--- config.mk ---
export PLATFORM = sky130hd
export DESIGN_NAME = clock_seven_segment_scanner
export DESIGN_NICKNAME = d
export VERILOG_FILES = /design/src/rtl/core/c7s_pkg.sv /design/src/rtl/core/c7s_digit_enc.sv /design/src/rtl/core/clock_seven_segment_scanner.sv
export SDC_FILE = /design/constraint.sdc
export NUM_CORES = 1
export LEC_CHECK = 0
export BUFFER_PORTS_ARGS = -buffer_cell sky130_fd_sc_hd__buf_2
export CAP_MARGIN = 20
export CORE_UTILIZATION = 50
export CTS_BUF_LIST = sky130_fd_sc_hd__clkbuf_4
export DETAILED_ROUTE_END_ITERATION = 8
export PLACE_DENSITY = 0.74
export SYNTH_ARGS = -nofsm -noshare
export SYNTH_HDL_FRONTEND = slang
export SYNTH_HIERARCHICAL = 1
export SYNTH_SLANG_ARGS = --single-unit
export TNS_END_PERCENT = 20
--- constraint.sdc ---
create_clock -name clk -period 8.97 [get_ports clk]
set_input_delay 1.794 -clock clk [delete_from_list [all_inputs] [get_ports clk]]
set_output_delay 1.794 -clock clk [all_outputs]
set_load 0.05 [all_outputs]
--- src/rtl/core/c7s_pkg.sv ---
// Shared types, constants and segment decode for the seven-segment clock scanner.
package c7s_pkg;

	localparam int NUM_DIGITS = 4;
	localparam int IDX_W      = 2;

	localparam logic [15:0] REFRESH_RESET = 16'd500;
	localparam logic [7:0]  COLON_BIT     = 8'h80;
	localparam logic [7:0]  FRAME_LOW     = 8'h00;

	// Digit position codes inside the display buffer
	localparam logic [IDX_W-1:0] POS_MIN_TENS  = 2'd0;
	localparam logic [IDX_W-1:0] POS_MIN_UNITS = 2'd1;
	localparam logic [IDX_W-1:0] POS_SEC_TENS  = 2'd2;
	localparam logic [IDX_W-1:0] POS_SEC_UNITS = 2'd3;

	typedef logic [NUM_DIGITS-1:0][7:0] digit_bytes_t;

	// Segment pattern a..g in bits 0..6 for one decimal digit
	function automatic logic [7:0] seg_of(input logic [3:0] d);
		logic [7:0] s;
		begin
			unique case (d)
				4'd0: s = 8'h3F;
				4'd1: s = 8'h06;
				4'd2: s = 8'h5B;
				4'd3: s = 8'h4F;
				4'd4: s = 8'h66;
				4'd5: s = 8'h6D;
				4'd6: s = 8'h7D;
				4'd7: s = 8'h07;
				4'd8: s = 8'h7F;
				4'd9: s = 8'h6F;
				default: s = 8'h00;
			endcase
			return s;
		end
	endfunction

endpackage

--- src/rtl/core/c7s_digit_enc.sv ---
// Splits minutes and seconds into decimal digits and encodes the four display bytes.
module c7s_digit_enc
	import c7s_pkg::*;
(
	input  logic [5:0]   minutes,
	input  logic [5:0]   seconds,
	output digit_bytes_t digits
);

	function automatic logic [3:0] tens_of(input logic [5:0] v);
		logic [3:0] t;
		begin
			t = 4'(v >= 6'd10) + 4'(v >= 6'd20) + 4'(v >= 6'd30)
				+ 4'(v >= 6'd40) + 4'(v >= 6'd50);
			return t;
		end
	endfunction

	logic [3:0] min_tens, min_units, sec_tens, sec_units;
	logic [5:0] min_tens_x10, sec_tens_x10;

	always_comb begin
		min_tens     = tens_of(minutes);
		sec_tens     = tens_of(seconds);
		min_tens_x10 = {min_tens[2:0], 3'b000} + {1'b0, min_tens, 1'b0};
		sec_tens_x10 = {sec_tens[2:0], 3'b000} + {1'b0, sec_tens, 1'b0};
		min_units    = 4'(minutes - min_tens_x10);
		sec_units    = 4'(seconds - sec_tens_x10);

		digits                = '0;
		digits[POS_MIN_TENS]  = seg_of(min_tens);
		digits[POS_MIN_UNITS] = seg_of(min_units) | COLON_BIT;
		digits[POS_SEC_TENS]  = seg_of(sec_tens);
		digits[POS_SEC_UNITS] = seg_of(sec_units);
	end

endmodule

--- src/rtl/core/clock_seven_segment_scanner.sv ---
// Top level of the multiplexed MM:SS seven-segment display scanner.
//
//  channel  direction  handshake               payload
//  -------  ---------  ----------------------  -------------------------------------------
//  in       sink       in_valid / in_stall     total_seconds[31:0]
//  out      source     out_valid / out_stall   digit_select, segments, shift_frame,
//                                              buffer_reloaded
//  cfg      sink       cfg_valid / cfg_ready   refresh_period[15:0]
//
//  One scan tick is taken every cycle while in_stall is low. After the capture stage,
//  the time split runs as mod-3600 folding (two stages), a reciprocal multiply for
//  minutes, a subtract for seconds, then the buffer read/write stage.
//  Reset clears the digit buffer, scan index, tick count and all stage valids, and
//  loads the refresh period with 500. cfg_ready is always high.
//  A stall on out backs up stage by stage; in_stall rises only when every stage is full.
module clock_seven_segment_scanner
	import c7s_pkg::*;
(
	input  logic        clk,
	input  logic        arst_n,

	input  logic        in_valid,
	output logic        in_stall,
	input  logic [31:0] total_seconds,

	output logic        out_valid,
	input  logic        out_stall,
	output logic [1:0]  digit_select,
	output logic [7:0]  segments,
	output logic [15:0] shift_frame,
	output logic        buffer_reloaded,

	input  logic        cfg_valid,
	output logic        cfg_ready,
	input  logic [15:0] refresh_period
);

	// ---------------------------------------------------------------------------------
	// Configuration and per-tick control state
	// ---------------------------------------------------------------------------------
	logic [15:0]      period_q;
	logic [15:0]      count_q;
	logic [IDX_W-1:0] scan_q;
	logic [16:0]      count_inc;
	logic             reload_now;
	logic             in_xfer;

	assign cfg_ready = 1'b1;

	always_ff @(posedge clk or negedge arst_n) begin
		if (!arst_n) begin
			period_q <= REFRESH_RESET;
		end else if (cfg_valid) begin
			period_q <= refresh_period;
		end
	end

	// Reload is decided at transfer time: count+1 against the period
	assign count_inc  = {1'b0, count_q} + 17'd1;
	assign reload_now = (count_inc >= {1'b0, period_q});
	assign in_xfer    = in_valid && !in_stall;

	always_ff @(posedge clk or negedge arst_n) begin
		if (!arst_n) begin
			count_q <= '0;
			scan_q  <= '0;
		end else if (in_xfer) begin
			count_q <= reload_now ? 16'd0 : count_inc[15:0];
			scan_q  <= scan_q + IDX_W'(1);
		end
	end

	// ---------------------------------------------------------------------------------
	// Stage flow control: a stage takes new data when empty or when it drains onward
	// ---------------------------------------------------------------------------------
	logic v_s1, v_s2, v_s3, v_s4, v_s5, out_valid_q;
	logic rdy1, rdy2, rdy3, rdy4, rdy5, out_rdy;

	assign out_rdy  = !out_valid_q || !out_stall;
	assign rdy5     = !v_s5 || out_rdy;
	assign rdy4     = !v_s4 || rdy5;
	assign rdy3     = !v_s3 || rdy4;
	assign rdy2     = !v_s2 || rdy3;
	assign rdy1     = !v_s1 || rdy2;
	assign in_stall = !rdy1;

	always_ff @(posedge clk or negedge arst_n) begin
		if (!arst_n) begin
			v_s1        <= 1'b0;
			v_s2        <= 1'b0;
			v_s3        <= 1'b0;
			v_s4        <= 1'b0;
			v_s5        <= 1'b0;
			out_valid_q <= 1'b0;
		end else begin
			if (rdy1)    v_s1        <= in_valid;
			if (rdy2)    v_s2        <= v_s1;
			if (rdy3)    v_s3        <= v_s2;
			if (rdy4)    v_s4        <= v_s3;
			if (rdy5)    v_s5        <= v_s4;
			if (out_rdy) out_valid_q <= v_s5;
		end
	end

	// ---------------------------------------------------------------------------------
	// Stage 1: capture the tick with its digit index and reload decision
	// ---------------------------------------------------------------------------------
	logic [31:0]      t_s1;
	logic [IDX_W-1:0] idx_s1, idx_s2, idx_s3, idx_s4, idx_s5;
	logic             rld_s1, rld_s2, rld_s3, rld_s4, rld_s5;

	always_ff @(posedge clk) begin
		if (in_xfer) begin
			t_s1   <= total_seconds;
			idx_s1 <= scan_q;
			rld_s1 <= reload_now;
		end
	end

	// ---------------------------------------------------------------------------------
	// Stage 2: t mod 3600 = t[3:0] + 16 * ((t >> 4) mod 225).
	// Fold the 28-bit quotient bytewise using 2^8, 2^16, 2^24 = 31, 61, 91 (mod 225).
	// ---------------------------------------------------------------------------------
	logic [14:0] fold1;
	logic [14:0] fold1_s2;
	logic [3:0]  lo_s2;

	assign fold1 = 15'(t_s1[11:4])
		+ 15'(t_s1[19:12]) * 15'd31
		+ 15'(t_s1[27:20]) * 15'd61
		+ 15'(t_s1[31:28]) * 15'd91;

	always_ff @(posedge clk) begin
		if (rdy2 && v_s1) begin
			fold1_s2 <= fold1;
			lo_s2    <= t_s1[3:0];
			idx_s2   <= idx_s1;
			rld_s2   <= rld_s1;
		end
	end

	// ---------------------------------------------------------------------------------
	// Stage 3: two more folds bring the value under 675, then a compare-subtract
	// finishes mod 225 and forms the remainder within the hour.
	// ---------------------------------------------------------------------------------
	logic [11:0] fold2;
	logic [9:0]  fold3;
	logic [9:0]  mod225;
	logic [11:0] hour_rem_s3, hour_rem_s4;

	always_comb begin
		fold2 = 12'(fold1_s2[7:0]) + 12'(fold1_s2[14:8]) * 12'd31;
		fold3 = 10'(fold2[7:0]) + 10'(fold2[11:8]) * 10'd31;
		priority if (fold3 >= 10'd450) begin
			mod225 = fold3 - 10'd450;
		end else if (fold3 >= 10'd225) begin
			mod225 = fold3 - 10'd225;
		end else begin
			mod225 = fold3;
		end
	end

	always_ff @(posedge clk) begin
		if (rdy3 && v_s2) begin
			hour_rem_s3 <= {mod225[7:0], lo_s2};
			idx_s3      <= idx_s2;
			rld_s3      <= rld_s2;
		end
	end

	// ---------------------------------------------------------------------------------
	// Stage 4: minutes = floor(r * 2185 / 2^17), exact for r below 3600
	// ---------------------------------------------------------------------------------
	logic [23:0] min_prod;
	logic [5:0]  min_s4, min_s5;
	logic [5:0]  sec_s5;
	logic [11:0] min_x60;

	assign min_prod = 24'(hour_rem_s3) * 24'd2185;

	always_ff @(posedge clk) begin
		if (rdy4 && v_s3) begin
			min_s4      <= min_prod[22:17];
			hour_rem_s4 <= hour_rem_s3;
			idx_s4      <= idx_s3;
			rld_s4      <= rld_s3;
		end
	end

	// ---------------------------------------------------------------------------------
	// Stage 5: seconds = r - 60 * minutes
	// ---------------------------------------------------------------------------------
	assign min_x60 = {min_s4, 6'b000000} - {4'b0000, min_s4, 2'b00};

	always_ff @(posedge clk) begin
		if (rdy5 && v_s4) begin
			min_s5 <= min_s4;
			sec_s5 <= 6'(hour_rem_s4 - min_x60);
			idx_s5 <= idx_s4;
			rld_s5 <= rld_s4;
		end
	end

	// ---------------------------------------------------------------------------------
	// Output stage: read the buffer entry first, then overwrite on a reload tick.
	// Earlier ticks have already written by the time a tick reaches this stage.
	// ---------------------------------------------------------------------------------
	digit_bytes_t new_digits;
	logic [7:0]   store_q [NUM_DIGITS];
	logic         out_load;

	logic [IDX_W-1:0] sel_q;
	logic [7:0]       seg_q;
	logic             rld_q;

	c7s_digit_enc u_enc (
		.minutes (min_s5),
		.seconds (sec_s5),
		.digits  (new_digits)
	);

	assign out_load = out_rdy && v_s5;

	always_ff @(posedge clk or negedge arst_n) begin
		if (!arst_n) begin
			for (int i = 0; i < NUM_DIGITS; i++) begin
				store_q[i] <= 8'h00;
			end
		end else if (out_load && rld_s5) begin
			for (int i = 0; i < NUM_DIGITS; i++) begin
				store_q[i] <= new_digits[i];
			end
		end
	end

	always_ff @(posedge clk) begin
		if (out_load) begin
			sel_q <= idx_s5;
			seg_q <= store_q[idx_s5];
			rld_q <= rld_s5;
		end
	end

	assign out_valid       = out_valid_q;
	assign digit_select    = sel_q;
	assign segments        = seg_q;
	assign shift_frame     = {seg_q, FRAME_LOW};
	assign buffer_reloaded = rld_q;

endmodule

==> results.toml, run 1 <==
[global_route]
grt_pass1_wl_um = 44000
first_global_vias = 9677
grt_max_degree = 73
antenna_found_initial = 2
grt-ovfl-total = 0
grt_usage_pct = 18.0

[logic_synthesis]
yosysWarnings = 6
synthCells = 1310
netlist_area_sq_um = 15000
synthFlopType = "edfxtp_1"
ys_ff_latch = 185
synth.avg_cell_area_sq_um = 11.5
seq_area_frac_synth_pct = 34.6
async_flop_share_pct = 38.9
synth_cell_types = 74
synth_edf_count = 113

[layout]
area_growth_pct = 6.71
fin_util_pct = 54.1
layout-drive-gt1-share_pct = 12.6
layout_commonest_cell = "inv_1"
final_cell_mix = "268 x inv_1, 221 x ha_1, 127 x fa_1"
fillers = 2539
layout.nets = 1781

[die]
start_util_pct = 50.7
dieArea_sq_um = 30800
die_width_um = 175
ios = 83
die-height_um = 175
rows = 63
core_sq_um = 29600

[routing]
ant_nets = 0
drtIter0Drc = 486
via_count = 9052
wirelength_um = 25300
wl_per_cell_um = 14.2
drtPass1Iterations = 4
vias_per_cell = 5.07
drc = 0

[setup_path]
path_buf_inv = 4
crit_family = "adder cells"
critPathKind = "reg -> reg"
critical_path_required_ns = 9.31
end_kind = "flip-flop"
startpoint_type = "flip-flop"
crit_arrival_ns = 8.67
crit_fanout = 6
cp_slowest_cell = "fa_1"
slowest_delay_ns = 0.69
crit_top_cell = "fa_1"

[placed_design]
portBuffers = 73
dp_hpwl_um = 20600
gp_congestion = 0.830
pre_cts_ws_ns = 0.668

[cts]
post_cts_buffers = 0
cts_resized = 0
h-tree-depth = 4
clk_pin_slew_ns = 0.18
cts_made_buffers = 17
ctsHoldBuffers = 0
clock_path_buffers = 2
root_buffer = "clkbuf_4"
cts_tree = "done"
clkLatencyLatePin_ns = 0.61
clkSinkCount = 185

[timing]
fin_tns_setup_ns = 0
fin_crit_sh_pct = 92.8
hold_slack_ns = 0.425
hold_violations = 0
drv_slew = 0
clock_skew_ns = 0.0365
timing.final.ws_setup_ns = 0.642
rsz0062_at_grt = "false"
final-setup-viol-count = 0
max_slew_margin_pct = 29.7
max_freq_mhz = 120
worstMarginPinSlew_ns = 1.06
min_period_ns = 8.33

[flow_run]
max_cap_violations = 0

[worst_hold_path]
hold_path.class = "reg -> reg"

[outcome]
status = "completed"
==> per-stage QoR <==
step	area [sq um]	cells
3_5_place_dp	15700	1751
3_3_place_gp	15700	1751
2_1_floorplan	15100	1319
5_1_grt	16000	1785
4_1_cts	16000	1783
6_report	16000	1785
==> worst register-to-register path, cell delays in order, from the launching register on <==
cell and delay, ns:
edfxtp_1 0.54, fa_1 0.55, fa_1 0.52, inv_1 0.06, fa_1 0.52, inv_1 0.04
ha_1 0.32, a21oi_1 0.21, o21bai_1 0.09, a21oi_1 0.22, o21ai_0 0.18, a21o_1 0.21
a21o_1 0.20, xnor2_1 0.19, fa_1 0.69, inv_1 0.09, fa_1 0.51, fa_1 0.55
inv_1 0.04, ha_1 0.34, and2b_1 0.19, o22ai_1 0.30, mux2_1 0.36, a211o_1 0.36
o21ai_2 0.29, o32ai_1 0.14, a22oi_1 0.26, xor2_1 0.10
==> flip-flops by register name, summed over array words and instances, names as in the netlist, 2 cells and up <==
register,count
count_q,16
digit_select,2
fold1_s2,15
hour_rem_s3,12
hour_rem_s4,6
idx_s1,2
idx_s2,2
idx_s3,2
idx_s4,2
idx_s5,2
lo_s2,4
min_s4,6
min_s5,6
period_q,16
scan_q,2
sec_s5,6
segments,8
store_q,32
t_s1,32
==> routing by layer <==
layer  part of all wire (%)  track usage, %
met2                     52            33.0
met5                      0               0
met3                    2.2            2.55
met4                    2.1            5.58
met1                     44            21.8
==> cell usage after synthesis (7+ instances only) <==
cell type	number	area [sq um]
buf_4	23	173
a21oi_1	44	220
nand2b_1	10	62.6
nor2_1	31	116
a21o_1	20	150
o21ai_0	39	195
mux4_2	8	180
fa_1	127	2540
xor2_1	29	254
ha_1	221	2770
dfrtp_1	66	1650
edfxtp_1	113	3390
clkbuf_1	7	26.3
and2_1	7	43.8
xnor2_1	39	342
o31ai_1	7	52.6
nor3_1	9	45.0
mux2_2	35	394
nand3_1	18	90.1
mux2i_1	13	130
inv_1	269	1010
nand2_1	74	278
==> worst paths after layout <==
path | cells after the start | to | slack [ns] | start
setup / recovery | 27 | hour_rem_s3[10]$_DFFE_PP_ | 0.64 | fold1_s2[8]$_DFFE_PP_
min in group asynchronous | 2 | count_q[10]$_DFFE_PN0P_ | 1.38 | arst_n
hold / removal | 0 | idx_s2[0]$_DFFE_PP_ | 0.42 | idx_s1[0]$_DFFE_PP_
hold reg to reg | 0 | idx_s2[0]$_DFFE_PP_ | 0.42 | idx_s1[0]$_DFFE_PP_
setup reg to reg | 27 | hour_rem_s3[10]$_DFFE_PP_ | 0.64 | fold1_s2[8]$_DFFE_PP_
max in group asynchronous | 2 | scan_q[0]$_DFFE_PN0P_ | 7.00 | arst_n
==> layout make-up <==
class                           instances  area (sq um)  share of cell area (%)
Timing Repair Buffer                   77           395                    2.46
Sequential cell                       185          5200                    32.4
Antenna cell                            2          5.00                  0.0312
Clock inverter                         14           176                    1.10
Multi-Input combinational cell        830          8630                    53.8
Clock buffer                           18           135                   0.842
Inverter                              269          1010                    6.29
Tap cell                              390           488                    3.04
==> cell families after synthesis <==
group / synth area share [%]
fa+ha+maj: 35.3
buf+inv: 8.21
flops: 34.6
simple gates: 5.70
compound gates: 7.04
xor+xnor: 4.29
mux: 4.76
other cells: 0.0998
Power of run 1 is not shown: default switching activity piles up to over one toggle a cycle in this logic, so the estimate is an artifact.
==> run 2, diff against run 1 <==
==> constraint.sdc (replaced) <==
create_clock -name clk -period 8.7 [get_ports clk]
set_input_delay 1.74 -clock clk [delete_from_list [all_inputs] [get_ports clk]]
set_output_delay 1.74 -clock clk [all_outputs]
set_load 0.05 [all_outputs]
==> run 2 against run 1 <==
  * Cell count barely moved
  * First-iteration DRC count fell by 15%
  * Maximum frequency rose by 1.4%
  * Critical endpoint is now hour_rem_s3[9]$_DFFE_PP_
  * Highest routed layer unchanged
  * Via count fell by 0.21%
==> results.toml, run 2 (synthesized netlist as in run 1, its figures left out) <==
[routing]
drtPass1Iterations = 4
drtIter0Drc = 413
via_count = 9033
drc = 0
vias_per_cell = 5.06
wirelength_um = 25300
wl_per_cell_um = 14.1
ant_nets = 0

[cts]
cts_tree = "done"
clkSinkCount = 185
cts_made_buffers = 17
h-tree-depth = 4
root_buffer = "clkbuf_4"
clkLatencyLatePin_ns = 0.62
clk_pin_slew_ns = 0.17
clock_path_buffers = 2

[setup_path]
rr_startpoint = "fold1_s2[8]$_DFFE_PP_"
crit_arrival_ns = 8.57
crit_top_cell = "fa_1"
crit_start = "fold1_s2[8]$_DFFE_PP_"
crit_fanout = 9
end_kind = "flip-flop"
critPathKind = "reg -> reg"
startpoint_type = "flip-flop"
slowest_delay_ns = 0.69
critical_path_required_ns = 9.05
cp_slowest_cell = "fa_1"

[global_route]
grt_pass1_wl_um = 44100
grt_max_degree = 73
antenna_found_initial = 2
grt-ovfl-total = 0
first_global_vias = 9594
grt_usage_pct = 18.1

[layout]
ff_latch_area_sq_um = 5200
fillers = 2521
layout.nets = 1782
layout-drive-gt1-share_pct = 12.8
final_cell_mix = "268 x inv_1, 221 x ha_1, 127 x fa_1"
multi_input_area_sq_um = 8640
largestRegisters = "store_q: 32 flops, t_s1: 32 flops"
area_growth_pct = 6.79
layout_commonest_cell = "inv_1"
fin_util_pct = 54.2

[die]
rows = 63
ios = 83
die_width_um = 175
dieArea_sq_um = 30800
core_sq_um = 29600
start_util_pct = 50.7
die-height_um = 175

[timing]
worstMarginPinSlew_ns = 1.01
min_period_ns = 8.21
fin_tns_setup_ns = 0
rsz0062_at_grt = "false"
hold_slack_ns = 0.439
final-setup-viol-count = 0
hold_violations = 0
drv_slew = 0
clock_skew_ns = 0.0331
max_freq_mhz = 122
max_slew_margin_pct = 32.6
fin_crit_sh_pct = 94.4

[worst_hold_path]
min_from = "t_s1[0]$_DFFE_PP_"
hold_path.class = "reg -> reg"

[placed_design]
gp_congestion = 0.829
portBuffers = 73
dp_hpwl_um = 20600

[flow_run]
max_cap_violations = 0

[outcome]
status = "completed"
[run 2: changes by cell type in the layout (fill, tap and decap cells not counted)]
cell	delta
clkinv_1	-1
o22ai_2	+1
buf_16	+1
o22ai_1	-1
inv_8	+1
inv_2	+1
bufinv_16	-1
inv_4	+1
inv_6	-1
[run 2: per-stage QoR]
step | setup WS, ns | std cells | area [sq um]
finish | 0.485 | 1786 | 16100
global route | 0.0141 | 1786 | 16100
CTS | 0.360 | 1783 | 16000
detailed placement | 0.408 | 1751 | 15700
global placement | 0.568 | 1751 | 15700
floorplan | 0.883 | 1319 | 15100
[run 2: path summary, 6_finish.rpt]
| check | cells past startpoint | slack, ns | to |
|---|---|---|---|
| setup / recovery | 27 | 0.49 | hour_rem_s3[9]$_DFFE_PP_ |
| hold / removal | 0 | 0.44 | lo_s2[0]$_DFFE_PP_ |
| setup reg to reg | 27 | 0.49 | hour_rem_s3[9]$_DFFE_PP_ |
| hold reg to reg | 0 | 0.44 | lo_s2[0]$_DFFE_PP_ |
| max in group asynchronous | 2 | 6.79 | store_q[1]$_DFFE_PN0P_ |
| min in group asynchronous | 2 | 1.32 | period_q[11]$_DFFE_PN0P_ |
[run 2: what timing repair did]
item | 4_1_cts | 5_1_grt
endpoints found under the hold margin | 0 | 0
endpoints found under the setup margin | 0 | 4
resized for setup | 0 | 1
hold buffers | 0 | 0
buffers inserted | 0 | 0
[run 2: worst max-delay path: cells and delay by family, from the launching register on]
kind	cells	cell delay, ns
adder cells (fa/ha/maj)	8	3.99
XOR/XNOR	2	0.31
buffers and inverters	4	0.23
flip-flops	1	0.55
AO/OA/AOI/OAI	11	2.45
AND/OR/NAND/NOR	2	0.43
[run 2: area by class of cell]
cell class	count	share of cell area (%)
multi-input cells	830	53.8
flip-flops and latches	185	32.4
inverters	269	6.29
well taps	390	3.04
repair buffers	78	2.63
clock inverters	14	0.966
clock buffers	18	0.842
diodes	2	0.0312
[run 2: per-layer routing]
layer / share of wire, % / GRT usage, % / routed length (um) / vias up
met1: 44 / 22.2 / 11100 / 4430
met3: 2.4 / 2.81 / 601 / 37
met4: 2.5 / 5.98 / 634 / 0
met5: 0 / 0 / 0 / -
met2: 51 / 32.5 / 12900 / 125
li1: - / - / - / 4441
Power of run 2 is left out for the same reason.
